<file path="config.mk">
export PLATFORM = sky130hd
export DESIGN_NAME = linear_scan_slot_allocator_core
export DESIGN_NICKNAME = d
export VERILOG_FILES = /design/src/lsa_pkg.sv /design/src/linear_scan_slot_allocator_core.sv /design/src/lsa_slot_mem.sv
export SDC_FILE = /design/constraint.sdc
export NUM_CORES = 1
export LEC_CHECK = 0
export ABC_AREA = 1
export BUFFER_PORTS_ARGS = -buffer_cell sky130_fd_sc_hd__buf_2
export CAP_MARGIN = 30
export CORE_MARGIN = 5
export CORE_UTILIZATION = 50
export DETAILED_ROUTE_END_ITERATION = 8
export HOLD_SLACK_MARGIN = 0.08
export PLACE_DENSITY = 0.78
export SYNTH_ARGS = -nofsm -noshare
export SYNTH_HDL_FRONTEND = slang
export SYNTH_SLANG_ARGS = --single-unit
</file>
<file path="constraint.sdc">
create_clock -name clk -period 13.6 [get_ports clk]
set_input_delay 2.72 -clock clk [delete_from_list [all_inputs] [get_ports clk]]
set_output_delay 2.72 -clock clk [all_outputs]
set_load 0.01 [all_outputs]
</file>
<file path="src/lsa_pkg.sv">
// Package for the linear-scan slot allocator: field widths and the
// transaction payload structs shared by the core and its testbench.
// No dependencies.
package lsa_pkg;

  localparam int ID_W   = 16;
  localparam int POS_W  = 16;
  localparam int ASLOT_W = 3;

  typedef struct packed {
    logic [ID_W-1:0]  interval_id;
    logic [POS_W-1:0] def_position;
    logic [POS_W-1:0] last_use_position;
  } item_t;

  typedef struct packed {
    logic [ASLOT_W-1:0] assigned_slot;
    logic               spill_flag;
    logic [ID_W-1:0]    victim_id;
  } result_t;

endpackage

</file>
<file path="src/linear_scan_slot_allocator_core.sv">
// Linear-scan slot allocator core: sequencer, scan compare unit and
// occupancy bits. Depends on lsa_pkg and lsa_slot_mem.
//
// Each accepted interval walks the NUM_SLOTS-1 allocatable slots in order,
// one slot per cycle, through a single compare unit fed by the slot memory's
// registered read port. The walk stops at the first free slot (empty, or its
// occupant's last use at or before the new definition). While walking it
// also keeps the slot with the furthest last use (lowest index on a tie), so
// when no slot is free the spill decision is ready at the end of the same
// pass. From acceptance an item walks the slots in S_SCAN, slot 0 being
// fetched while idle, up to the stopping slot (a full table walks them all),
// then its decision is committed to the result register in S_FIN, and
// the next item can be taken in the cycle after the commit. The input is
// not ready during the walk; the result register lets a new item be taken
// while the previous result still waits. assigned_slot reports the low
// three bits of the slot number; victim_id is zero when nothing is spilled.
// The occupancy bits clear at reset; no clearing pass is needed.
module linear_scan_slot_allocator_core #(
  parameter int NUM_SLOTS = 8
) (
  input  logic             clk,
  input  logic             rst,
  input  logic             item_valid,
  output logic             item_ready,
  input  lsa_pkg::item_t   item,
  output logic             result_valid,
  input  logic             result_ready,
  output lsa_pkg::result_t result
);

  localparam int DEPTH  = NUM_SLOTS - 1;
  localparam int IDX_W  = (DEPTH > 1) ? $clog2(DEPTH) : 1;
  localparam int SLOT_W = $clog2(NUM_SLOTS);
  localparam logic [IDX_W-1:0]  LAST_IDX = IDX_W'(DEPTH - 1);
  localparam logic [SLOT_W-1:0] RESERVED = SLOT_W'(NUM_SLOTS - 1);

  typedef enum logic [2:0] {
    S_IDLE = 3'b001,
    S_SCAN = 3'b010,
    S_FIN  = 3'b100
  } state_t;

  state_t state, state_next;

  // latched transaction and scan bookkeeping
  lsa_pkg::item_t cur;
  logic [IDX_W-1:0] idx;
  logic [IDX_W-1:0] best_idx;
  logic [lsa_pkg::POS_W-1:0] best_last;
  logic [lsa_pkg::ID_W-1:0]  best_owner;
  logic [DEPTH-1:0] occupied;

  // pending decision, committed in S_FIN
  logic [SLOT_W-1:0]        res_slot;
  logic                     res_spill;
  logic [lsa_pkg::ID_W-1:0] res_victim;
  logic                     res_wr;
  logic [IDX_W-1:0]         res_idx;

  // memory ports
  logic [IDX_W-1:0]          rd_addr;
  logic [lsa_pkg::ID_W-1:0]  rd_owner;
  logic [lsa_pkg::POS_W-1:0] rd_last;
  logic                      wr_en;

  logic accept, commit, slot_free, take, scan_done;
  logic [lsa_pkg::POS_W-1:0] cand_last;
  logic [lsa_pkg::ID_W-1:0]  cand_owner;
  logic [IDX_W-1:0]          cand_idx;

  lsa_slot_mem #(
    .DEPTH (DEPTH),
    .IDX_W (IDX_W)
  ) u_mem (
    .clk      (clk),
    .wr_en    (wr_en),
    .wr_addr  (res_idx),
    .wr_owner (cur.interval_id),
    .wr_last  (cur.last_use_position),
    .rd_addr  (rd_addr),
    .rd_owner (rd_owner),
    .rd_last  (rd_last)
  );

  assign item_ready = (state == S_IDLE);
  assign accept     = item_valid && item_ready;
  // commit the decision once the result register is free
  assign commit     = (state == S_FIN) && (!result_valid || result_ready);
  assign wr_en      = commit && res_wr;

  // Prefetch slot 0 while idle; during the walk fetch the next slot.
  always_comb begin
    if (state == S_SCAN && idx != LAST_IDX) begin
      rd_addr = idx + IDX_W'(1);
    end else begin
      rd_addr = '0;
    end
  end

  // shared compare unit: free test and furthest-last-use tracking
  assign slot_free  = !occupied[idx] || (rd_last <= cur.def_position);
  assign take       = (idx == '0) || (best_last < rd_last);
  assign cand_last  = take ? rd_last  : best_last;
  assign cand_owner = take ? rd_owner : best_owner;
  assign cand_idx   = take ? idx      : best_idx;
  assign scan_done  = slot_free || (idx == LAST_IDX);

  always_comb begin
    state_next = state;
    case (state)
      S_IDLE: begin
        if (accept) state_next = S_SCAN;
      end
      S_SCAN: begin
        if (scan_done) state_next = S_FIN;
      end
      S_FIN: begin
        if (commit) state_next = S_IDLE;
      end
      default: state_next = S_IDLE;
    endcase
  end

  always_ff @(posedge clk) begin
    if (rst) begin
      state        <= S_IDLE;
      occupied     <= '0;
      result_valid <= 1'b0;
    end else begin
      state <= state_next;
      if (commit) begin
        result_valid <= 1'b1;
      end else if (result_ready) begin
        result_valid <= 1'b0;
      end
      if (wr_en) begin
        occupied[res_idx] <= 1'b1;
      end
    end
  end

  // datapath registers
  always_ff @(posedge clk) begin
    if (accept) begin
      cur <= item;
      idx <= '0;
    end
    if (state == S_SCAN) begin
      best_idx   <= cand_idx;
      best_last  <= cand_last;
      best_owner <= cand_owner;
      if (!scan_done) begin
        idx <= idx + IDX_W'(1);
      end else if (slot_free) begin
        res_slot   <= SLOT_W'(idx);
        res_spill  <= 1'b0;
        res_victim <= '0;
        res_wr     <= 1'b1;
        res_idx    <= idx;
      end else if (cand_last < cur.last_use_position) begin
        // arriving interval is furthest: spill it, leave the table alone
        res_slot   <= RESERVED;
        res_spill  <= 1'b1;
        res_victim <= cur.interval_id;
        res_wr     <= 1'b0;
        res_idx    <= cand_idx;
      end else begin
        res_slot   <= SLOT_W'(cand_idx);
        res_spill  <= 1'b1;
        res_victim <= cand_owner;
        res_wr     <= 1'b1;
        res_idx    <= cand_idx;
      end
    end
    if (commit) begin
      result.assigned_slot <= lsa_pkg::ASLOT_W'(res_slot);
      result.spill_flag    <= res_spill;
      result.victim_id     <= res_victim;
    end
  end

`ifndef SYNTH
  // a busy walk must drop ready right after acceptance
  a_busy_after_accept: assert property (@(posedge clk) disable iff (rst)
    (item_valid && item_ready) |=> !item_ready)
    else $error("item_ready still high after acceptance");

  // a result without a spill carries no victim
  a_victim_zero: assert property (@(posedge clk) disable iff (rst)
    (result_valid && !result.spill_flag) |-> (result.victim_id == '0))
    else $error("victim_id nonzero without spill");

  // the walk never runs past the last allocatable slot
  a_idx_range: assert property (@(posedge clk) disable iff (rst)
    (state == S_SCAN) |-> (idx <= LAST_IDX))
    else $error("scan index out of range");

  // a table write leaves its slot marked occupied
  a_occ_set: assert property (@(posedge clk) disable iff (rst)
    wr_en |=> occupied[$past(res_idx)])
    else $error("written slot not marked occupied");
`endif

endmodule

</file>
<file path="src/lsa_slot_mem.sv">
// Slot table storage: occupant id and last-use position per slot.
// One write port, one read port with registered read data.
// Depends on lsa_pkg for field widths.
module lsa_slot_mem #(
  parameter int DEPTH = 7,
  parameter int IDX_W = 3
) (
  input  logic                        clk,
  input  logic                        wr_en,
  input  logic [IDX_W-1:0]            wr_addr,
  input  logic [lsa_pkg::ID_W-1:0]    wr_owner,
  input  logic [lsa_pkg::POS_W-1:0]   wr_last,
  input  logic [IDX_W-1:0]            rd_addr,
  output logic [lsa_pkg::ID_W-1:0]    rd_owner,
  output logic [lsa_pkg::POS_W-1:0]   rd_last
);

  logic [lsa_pkg::ID_W-1:0]  owner_mem [DEPTH];
  logic [lsa_pkg::POS_W-1:0] last_mem  [DEPTH];

  always_ff @(posedge clk) begin
    if (wr_en) begin
      owner_mem[wr_addr] <= wr_owner;
      last_mem[wr_addr]  <= wr_last;
    end
    rd_owner <= owner_mem[rd_addr];
    rd_last  <= last_mem[rd_addr];
  end

endmodule

</file>
* Word-level counts from Yosys, hierarchy flattened
Memories as Yosys holds them, arrays and structs flattened. A register that Yosys moved wholly into a read port is not among the register bits.
Index checks and enable logic that the tools add are counted.
** Cells by class
- Multiplexer cells :: 25
- Bitwise operators :: 1
- Eq/ne operators :: 8
- $add $sub $neg :: 1
- Reductions and logical operators :: 15
- Magnitude comparators :: 6
** Operator list (number)
- 2-to-1 mux 16 bit :: 3
- 2-to-1 mux 3 bit :: 11
- less-than comparator 16 bit :: 2
- less-or-equal comparator 16 bit :: 1
- one-hot mux 3 bit (3 select lines) :: 1
- less-than comparator 3 x 4 -> 1 bit (second input constant) :: 2
- 2-to-1 mux 1 bit :: 8
- OR 7 bit :: 1
- == test 3 bit (second input constant) :: 2
- logical AND 1 bit :: 5
- logical OR 1 bit :: 4
- inequality test 2 bit (second input constant) :: 2
- adder 3 x 1 -> 3 bit (second input constant) :: 1
- binary-select mux 1 bit (select 3 bit) :: 1
- demux 1 bit (select 3 bit) :: 1
- == test 3 x 1 -> 1 bit (second input constant) :: 1
- == test 3 x 2 -> 1 bit (second input constant) :: 1
- >= comparator 3 x 1 -> 1 bit (second input constant) :: 1
- zero test 3 bit :: 1
- inequality test 3 bit (second input constant) :: 1
- AND reduction 3 bit :: 1
- zero test 1 bit :: 2
- inequality test 2 x 1 -> 1 bit (second input constant) :: 1
- AND reduction 2 bit :: 1
- nonzero test 2 bit :: 1
** Storage, ports and cells
- RAM bits :: 224
- Logic and storage cells :: 76
- Output and inout bits :: 22
- Input bits :: 52
- Bits in registers :: 141
- Memories :: 2
** Memories
- u_mem.last_mem :: depth 7, bits a word 16, read ports 1, clocked after Yosys merged registers in 1, wr ports 1, RTL line lsa_slot_mem.sv:19 : logic [lsa_pkg::POS_W-1:0] last_mem [DEPTH];
- u_mem.owner_mem :: depth 7, bits a word 16, read ports 1, clocked after Yosys merged registers in 1, wr ports 1, RTL line lsa_slot_mem.sv:18 : logic [lsa_pkg::ID_W-1:0] owner_mem [DEPTH];

* Longest topological paths before layout
Gate-level depths: netlist of the first run.
- Word-level depth :: 7
- Depth in mapped cells :: 27
- Mapped depth without buffers :: 24

* Modules after synthesis
Synthesis of the first run repeated with hierarchy kept, for this count alone.
** Unflattened totals
- Cell total of the unflattened synthesis :: 1470
- Area total of the unflattened synthesis :: 16617.2 um^2
** By module, submodules not included
- lsa_slot_mem :: times used 1, area an instance 10093.4 um^2, cells each 898, sequential area each 7367.1 um^2
- linear_scan_slot_allocator_core :: times used 1, area an instance 6523.8 um^2, cells each 572, sequential area each 4093.9 um^2

* Worst setup path before layout of the first run
Ideal clock, no wire load.
- Kind :: input-to-reg
- Start :: in result_ready
- End :: mem u_mem.last_mem[6][0] (netlist name), enable pin
- Stages :: 6
- Path buffers :: 0
- Setup slack :: 6.756 ns
- Setup time :: 0.463 ns
- Arrival time :: 6.381 ns
- Required time :: 13.137 ns
- Cell sequence :: nor2_1 -> nor2_1 -> nand2_1 -> nor2_1 -> inv_1 -> nor3_1
** Between the ends
- Longest elaborated chain between the ends :: 5
** Ends and longest elaborated chain
- start: declaration :: RTL line linear_scan_slot_allocator_core.sv:27 : input logic result_ready,
- logical OR 1 bit :: RTL line linear_scan_slot_allocator_core.sv:88 : assign commit = (state == S_FIN) && (!result_valid || result_ready);
- logical AND 1 bit :: RTL line linear_scan_slot_allocator_core.sv:88
- named net commit :: RTL line linear_scan_slot_allocator_core.sv:66 : logic accept, commit, slot_free, take, scan_done;
- logical AND 1 bit :: RTL line linear_scan_slot_allocator_core.sv:89 : assign wr_en = commit && res_wr;
- 2-to-1 mux 1 bit :: RTL line lsa_slot_mem.sv:22 : if (wr_en) begin
- 2-to-1 mux 1 bit (implied by the code) :: RTL line lsa_slot_mem.sv:24 : last_mem[wr_addr] <= wr_last;
- end: declaration :: RTL line lsa_slot_mem.sv:19
The timed path passes the listed nets, and every way through them passes these cells.

* Final worst setup path of the first run
- Start :: reg best_last[11] (netlist name)
- End :: reg res_victim[10] (netlist name) (data pin)
** Between the ends
- Longest elaborated chain between the ends :: 5
- Elaborated cells between the ends (all ways) :: 6
- Classes of those cells :: order compare (2); mux (3); reduce/logical (1)
** Ends and longest elaborated chain
- start: declaration :: RTL line linear_scan_slot_allocator_core.sv:49 : logic [lsa_pkg::POS_W-1:0] best_last;
- start signal: assignment :: RTL line linear_scan_slot_allocator_core.sv:150 : best_last <= cand_last;
- less-than comparator 16 bit :: RTL line linear_scan_slot_allocator_core.sv:102 : assign take = (idx == '0) || (best_last < rd_last);
- logical OR 1 bit :: RTL line linear_scan_slot_allocator_core.sv:102
- 2-to-1 mux 16 bit :: RTL line linear_scan_slot_allocator_core.sv:103 : assign cand_last = take ? rd_last : best_last;
- named net cand_last, one bit :: RTL line linear_scan_slot_allocator_core.sv:67 : logic [lsa_pkg::POS_W-1:0] cand_last;
- less-than comparator 16 bit :: RTL line linear_scan_slot_allocator_core.sv:160 : end else if (cand_last < cur.last_use_position) begin
- 2-to-1 mux 16 bit :: RTL line linear_scan_slot_allocator_core.sv:160
- end signal: assignment :: RTL line linear_scan_slot_allocator_core.sv:164 : res_victim <= cur.interval_id;
- end signal: assignment :: RTL line linear_scan_slot_allocator_core.sv:170 : res_victim <= cand_owner;
- end: declaration :: RTL line linear_scan_slot_allocator_core.sv:56 : logic [lsa_pkg::ID_W-1:0] res_victim;
The timed path passes the listed nets, and every way through them passes these cells.
A chain may end at the register's enable or synchronous reset.

==> reports/qor.csv, run 1 <==
stage,metric,value,unit
floorplan,start_util,0.505,
route,wire_per_inst,18.7,um
pwr,peakVddDrop,0.0000979,V
critical_path,path_buf_inv,1,
sta,slew_headroom,0.331,
critical_path,crit_top_cell,a21oi_1,
place,place.gp.congestion,0.774,
route,firstDrtPassIters,5,
grt,grt_max_degree,98,
final_layout,fin_area,18000,um^2
logic_synthesis,synth_ff_type,edfxtp_1,
floorplan,die_h,188,um
final_layout,regArea,11500,um^2
status,status,completed,
critical_path,reg2reg_to,res_victim[10]$_SDFFCE_PN0P_,
critical_path,cp_cell_sequence,"ha_1, a21oi_1, o21ai_0, a21oi_1, nand2_2, nand2_4, nor2_1, a21oi_1, ha_1, nand2_1, nor2_1, a2111oi_2, buf_4, a21oi_1, nor2_1",
pwr,leakage,6.89,nW
grt,antenna_found_initial,0,
logic_synthesis,synth.avg_cell_area,12.8,um^2
floorplan,die_w,188,um
cts,clk_path_buf_depth,3,
logic_synthesis,synth_edf_count,351,
sta,worstMarginPinSlew,1.00,ns
cts,post-cts-setup-buffer-count,0,
sta,rsz0062_at_grt,no,
logic_synthesis,yosys_warnings,0,
sta,fin_setup_tns,0,ns
critical_path,crit_required,13.94,ns
cts,cts_tree,yes,
logic_synthesis,yosys.area.top_type_share,0.665,
critical_path,cpMaxStageDelayCell,nand2_4,
floorplan,die_area,35300,um^2
cts,htree_num_levels,2,
logic_synthesis,ys_ff_latch,397,
hold_path,hold_depth,0,
route,vias_per_cell,5.49,
route,drc,0,
place,place_hpwl,19.0,mm
route,ant_nets,0,
logic_synthesis,ys_types,36,
cts,clock-root-buffer,clkbuf_16,
hold_path,min_to,result[5]$_DFFE_PP_,
sta,fin_crit_sh,0.313,
critical_path,r2r_setup_slack,9.34,ns
logic_synthesis,synth_nets,1339,
sta,period_needed,4.26,ns
grt,grt_pass1_wl,52.1,mm
final_layout,synthToLayoutAreaGrowth,13.6,%
final_layout,nFillCells,2398,
floorplan,pin_count,74,
grt,first_global_vias,9910,
route,drt_iter0_drc,913,
logic_synthesis,synth_async_sr_flop_share,0,
cts,cts-resized-gates,0,
sta,fmax,235,MHz
critical_path,critPathCaptureType,register,
logic_synthesis,yosysTopAreaCell,edfxtp_1,
sta,setup-violations-final,0,
logic_synthesis,synth_cells,1238,
flow_run,max-cap-violations,0,
grt,track_usage,0.183,
grt,grt_overflow,0,
pwr,p_per_area,142,nW/um^2
place,portBuffers,73,
final_layout,antenna_cells,0,
logic_synthesis,yosys-top-cells-area,"edfxtp_1, dfxtp_1, nand2_1, ha_1, nor2_1",
critical_path,path_class,reg2reg,
logic_synthesis,syn_area,15800,um^2
hold_path,min_from,res_victim[5]$_SDFFCE_PN0P_,
cts,cts_hold_buf,0,
place,place_area,16700,um^2
critical_path,rr_startpoint,best_last[11]$_DFFE_PN_,
floorplan,rows,65,
floorplan,core,31400,um^2
critical_path,critPathMaxFanout,51,
cts,cts_sinks,397,
route,wl,32.8,mm
critical_path,worstPathArrival,4.60,ns
final_layout,drive_gt1_frac,0.150,
final_layout,multiInputGateArea,3790,um^2
hold_path,hold_class,reg2reg,
critical_path,cpLargestDelayFamily,simple AND/OR/NAND/NOR gates,
cts,cts_made_buffers,40,
final_layout,num-nets-final,1418,
cts,clk_pin_slew_worst_paths,0.06,ns
critical_path,setup.worst_path.start_class,register,
critical_path,r2r_cells,15,
sta,finalClockSkew,0.0175,ns
sta,final_hold_viol_count,0,
critical_path,max_stage_delay,0.55,ns
sta,maxSlewViolCount,0,
logic_synthesis,yosysSeqAreaShare,0.723,
cts,clkLatencyLatePin,0.53,ns
route,route.vias.total,9620,
## how the worst max path moves through the flow
stage                                       to                     from  cells after the start
6_report          res_victim[10]$_SDFFCE_PN0P_  best_last[11]$_DFFE_PN_                     15
5_1_grt            res_victim[0]$_SDFFCE_PN0P_  best_last[11]$_DFFE_PN_                     16
4_1_cts           res_victim[10]$_SDFFCE_PN0P_  best_last[11]$_DFFE_PN_                     15
3_5_place_dp   u_mem.last_mem[4][11]$_DFFE_PP_             result_ready                      8
3_3_place_gp   u_mem.last_mem[4][10]$_DFFE_PP_             result_ready                      7
2_1_floorplan   u_mem.last_mem[6][0]$_DFFE_PP_             result_ready                      6
## cell families after synthesis
family / Yosys count / synth area share
compound gates: 204 / 0.0751
xor+xnor: 1 / 0.000553
fa+ha+maj: 49 / 0.0387
buf+inv: 160 / 0.0418
flops: 397 / 0.723
mux: 16 / 0.0114
simple gates: 411 / 0.109
## per-layer routing
| metal | vias to the layer above | GRT usage | share of wire |
|---|---|---|---|
| li1 | 4544 | - | - |
| met1 | 4719 | 0.234 | 0.40 |
| met2 | 302 | 0.326 | 0.52 |
| met3 | 55 | 0.0281 | 0.059 |
| met4 | 0 | 0.0528 | 0.021 |
| met5 | - | 0 | 0 |
## worst reg2reg max path, delay by kind of cell (launching register included)
family | cells | cell delay, ns
and+or+nand+nor | 6 | 1.27
AOI/OAI and AO/OA | 6 | 1.27
DFF | 1 | 0.40
adders and majority gates | 2 | 0.66
buffers and inverters | 1 | 0.48
## state kept, by name, indices dropped and copies added (netlist names), 7 cells and up
name             cells
u_mem.last_mem     112
u_mem.owner_mem    112
cur                 48
result              20
best_last           16
best_owner          16
res_victim          16
u_mem.rd_last       16
u_mem.rd_owner      16
occupied             7
## cells in the mapped netlist (27+ instances only)
cell type,instances
edfxtp_1,351
nand2_1,191
nor2_1,140
inv_1,103
o21ai_0,76
nand3_1,51
ha_1,49
a21oi_1,48
dfxtp_1,46
o211ai_1,33
o22ai_1,33
clkbuf_1,27
## stage by stage
step / instances / worst slack, ns / power, mW / hold slack (ns) / utilization
floorplan: 1238 / 6.76 / 1.46 / 0.400 / -
global placement: 1673 / 8.04 / 1.49 / 0.406 / 0.529
detailed placement: 1677 / 8.95 / 1.50 / 0.405 / 0.532
CTS: 1751 / 9.33 / 2.57 / 0.417 / 0.573
global route: 1751 / 9.05 / 2.63 / 0.419 / 0.573
finish: 1751 / 9.34 / 2.55 / 0.411 / 0.573
## where the power goes
group	switching [mW]	total, mW	internal (mW)
sequential	0.0230	1.38	1.35
clock	0.446	1.08	0.632
combinational	0.0626	0.0960	0.0334
total	0.531	2.55	2.02
## cell usage in the layout (no fill, tap or decap), drive strengths merged, types with 2 or more instances in the layout
cell type and instances:
edfxtp 351, nand2 195, nor2 141, inv 108, buf 90, o21ai 76
nand3 61, a21oi 54, ha 49, clkbuf 49, dfxtp 46, o22ai 33
o211ai 33, mux2 16, clkinv 16, nor3 9, nand4 4, clkinvlp 4
bufinv 4, a31oi 2, a2111oi 2
## area by class of cell
type,instances,share of cell area
sequential,397,0.637
multi-input combinational,681,0.210
clock buffer,49,0.0587
timing repair buffer,90,0.0307
tap,402,0.0279
inverter,107,0.0223
clock inverter,25,0.0132
No activity file was read; power rests on OpenSTA's default activity.
==> inputs of run 2 (changes only) <==
==> constraint.sdc (replaced) <==
create_clock -name clk -period 4 [get_ports clk]
set_input_delay 0.8 -clock clk [delete_from_list [all_inputs] [get_ports clk]]
set_output_delay 0.8 -clock clk [all_outputs]
set_load 0.01 [all_outputs]
==> run 2 against run 1 <==
  * Flip-flop and latch count stayed put
  * Die area stayed put
  * Setup slack worse by 9.0 ns
  * Largest cell class unchanged
  * Critical path depth is 3 higher
  * Largest power group unchanged
  * Clock skew is 0.0023 ns higher
  * Sequential share of layout area is 0.19 points lower
  * Hold slack better by 0.023 ns
  * Critical endpoint is now res_victim[1]$_SDFFCE_PN0P_
  * Global-route usage is 0.58 points higher
  * Clock power grew to 3.4 times the previous value
  * Combinational power grew to 3.6 times the previous value
  * Register-to-register slack worse by 9.0 ns
==> reports/qor.csv, run 2 (synthesis results as in run 1) <==
stage,metric,value,unit,change
critical_path,path_class,reg2reg,,
critical_path,cpMaxStageDelayCell,edfxtp_1,,
floorplan,die_h,188,um,unchanged
final_layout,fin_area,18100,um^2,+0.29%
cts,clk_pin_slew_worst_paths,0.06,ns,about the same
route,route.vias.total,9619,,-0.010%
sta,final_hold_viol_count,0,,unchanged
sta,fmax,272,MHz,+16%
status,status,completed,,
route,vias_per_cell,5.49,,about the same
route,met1_length,13.8,mm,+4.3%
floorplan,pin_count,74,,unchanged
grt,track_usage,0.189,,+0.00577
floorplan,die_area,35300,um^2,unchanged
final_layout,final_cell_mix,"edfxtp_1, nand2_1, nor2_1, inv_1, o21ai_0",,
cts,cts-resized-gates,0,,unchanged
sta,rsz0062_at_grt,no,,
route,top_layer,met4,,
sta,worstMarginPinSlew,1.00,ns,-0.00289 ns
route,wl_met2,17.0,mm,+0.52%
final_layout,final_common_cell,edfxtp_1,,
critical_path,worstPathArrival,3.97,ns,-0.63 ns
cts,cts_sinks,397,,unchanged
cts,cts_hold_buf,0,,unchanged
grt,grt_max_degree,97,,-1.0%
grt,antenna_found_initial,0,,unchanged
cts,clk_path_buf_depth,3,,unchanged
pwr,peakVddDrop,0.000341,V,+250%
final_layout,synthToLayoutAreaGrowth,14.0,%,
route,wl,33.9,mm,+3.4%
route,routed-wl-met3,2.06,mm,+7.2%
flow_run,max-cap-violations,0,,unchanged
pwr,power.total,8.73,mW,+240%
final_layout,final_util,0.575,,+0.00167
final_layout,antenna_cells,0,,unchanged
sta,period_needed,3.68,ns,-0.576 ns
hold_path,hold_class,reg2reg,,
place,dp_cells,1680,,+0.18%
pwr,p_per_area,484,nW/um^2,+240%
sta,finalClockSkew,0.0199,ns,+0.00234 ns
route,wire_per_inst,19.4,um,+3.4%
grt,grt_pass1_wl,53.0,mm,+1.8%
final_layout,drive_gt1_frac,0.150,,about the same
place,place_area,16700,um^2,+0.23%
floorplan,start_util,0.505,,unchanged
route,drc,0,,unchanged
final_layout,fin_cells,1752,,+0.057%
critical_path,path_buf_inv,3,,+2
cts,clock-root-buffer,clkbuf_16,,
final_layout,num-nets-final,1421,,+0.21%
place,portBuffers,73,,unchanged
sta,whs,0.434,ns,+0.0233 ns
cts,htree_num_levels,2,,unchanged
critical_path,cp_cell_sequence,"ha_1, nand2_1, inv_1, nand3_1, inv_1, a21oi_1, nand2_2, nand2_4, nor2_1, a21oi_1, ha_1, a21oi_1, a31oi_1, a2111oi_2, buf_12, nand3_1, nand2_1, nor2_1",,
route,ant_nets,0,,unchanged
sta,setup-violations-final,0,,unchanged
route,firstDrtPassIters,7,,+2
critical_path,crit_required,4.29,ns,-9.65 ns
cts,cts_made_buffers,40,,unchanged
place,pre_cts_ws,0.426,ns,-8.53 ns
grt,grt_overflow,0,,unchanged
place,place_hpwl,19.4,mm,+2.4%
critical_path,critPathCaptureType,register,,
sta,fin_crit_sh,0.921,,+0.608
floorplan,rows,65,,unchanged
sta,slew_headroom,0.333,,+0.00193
floorplan,core,31400,um^2,unchanged
floorplan,die_w,188,um,unchanged
critical_path,cpLargestDelayFamily,compound AO/OA/AOI/OAI gates,,
pwr,leakage,6.93,nW,+0.65%
final_layout,reg_top3,"u_mem.last_mem x112, u_mem.owner_mem x112, cur x48",,
cts,clkLatencyLatePin,0.53,ns,about the same
critical_path,max_stage_delay,0.40,ns,-0.15 ns
sta,fin_setup_tns,0,ns,unchanged
route,drt_iter0_drc,782,,-14%
critical_path,setup.worst_path.start_class,register,,
cts,post-cts-setup-buffer-count,0,,unchanged
sta,finalWorstSetupSlack,0.317,ns,-9.02 ns
grt,first_global_vias,9801,,-1.1%
critical_path,critPathMaxFanout,33,,-35%
cts,cts_tree,yes,,
sta,maxSlewViolCount,0,,unchanged
critical_path,crit_top_cell,a21oi_1,,
place,place.gp.congestion,0.812,,+4.9%
run 2: cell types whose count changed in the layout (fill, tap and decap cells not counted):
| cell | change |
|---|---|
| buf_12 | +3 |
| clkinvlp_4 | -4 |
| nor3_4 | +1 |
| clkbuf_8 | +4 |
| inv_6 | +1 |
| buf_16 | -1 |
| nor3_2 | -1 |
| clkinv_1 | -4 |
| buf_4 | +2 |
| clkinv_2 | -3 |
| clkinv_4 | -1 |
| buf_8 | -1 |
| clkbuf_1 | +5 |
run 2: per-layer routing:
layer | track usage | vias to the layer above
li1 | - | 4548
met1 | 0.241 | 4665
met2 | 0.328 | 335
met3 | 0.0322 | 71
met4 | 0.0700 | 0
met5 | 0 | -
run 2: area by class of cell:
cell class                      count  area, um^2
Sequential cell                   397       11500
Fill cell                        2398       13300
Timing Repair Buffer               93         586
Tap cell                          402         503
Clock inverter                     14         178
Inverter                          107         402
Multi-Input combinational cell    681        3790
Clock buffer                       58        1130
run 2: path summary, 6_finish.rpt:
check,startpoint,endpoint,slack (ns),cells after the start
hold reg to reg,res_slot[1]$_DFFE_PP_,result[18]$_DFFE_PP_,0.43,0
hold / removal,res_slot[1]$_DFFE_PP_,result[18]$_DFFE_PP_,0.43,0
setup / recovery,best_last[15]$_DFFE_PN_,res_victim[1]$_SDFFCE_PN0P_,0.32,18
setup reg to reg,best_last[15]$_DFFE_PN_,res_victim[1]$_SDFFCE_PN0P_,0.32,18
run 2: power breakdown:
| part | total, mW | leakage (nW) | internal, mW | switching (mW) |
|---|---|---|---|---|
| clock network | 3.71 | 0.640 | 2.22 | 1.49 |
| logic | 0.342 | 2.72 | 0.123 | 0.219 |
| registers | 4.68 | 3.57 | 4.61 | 0.0731 |
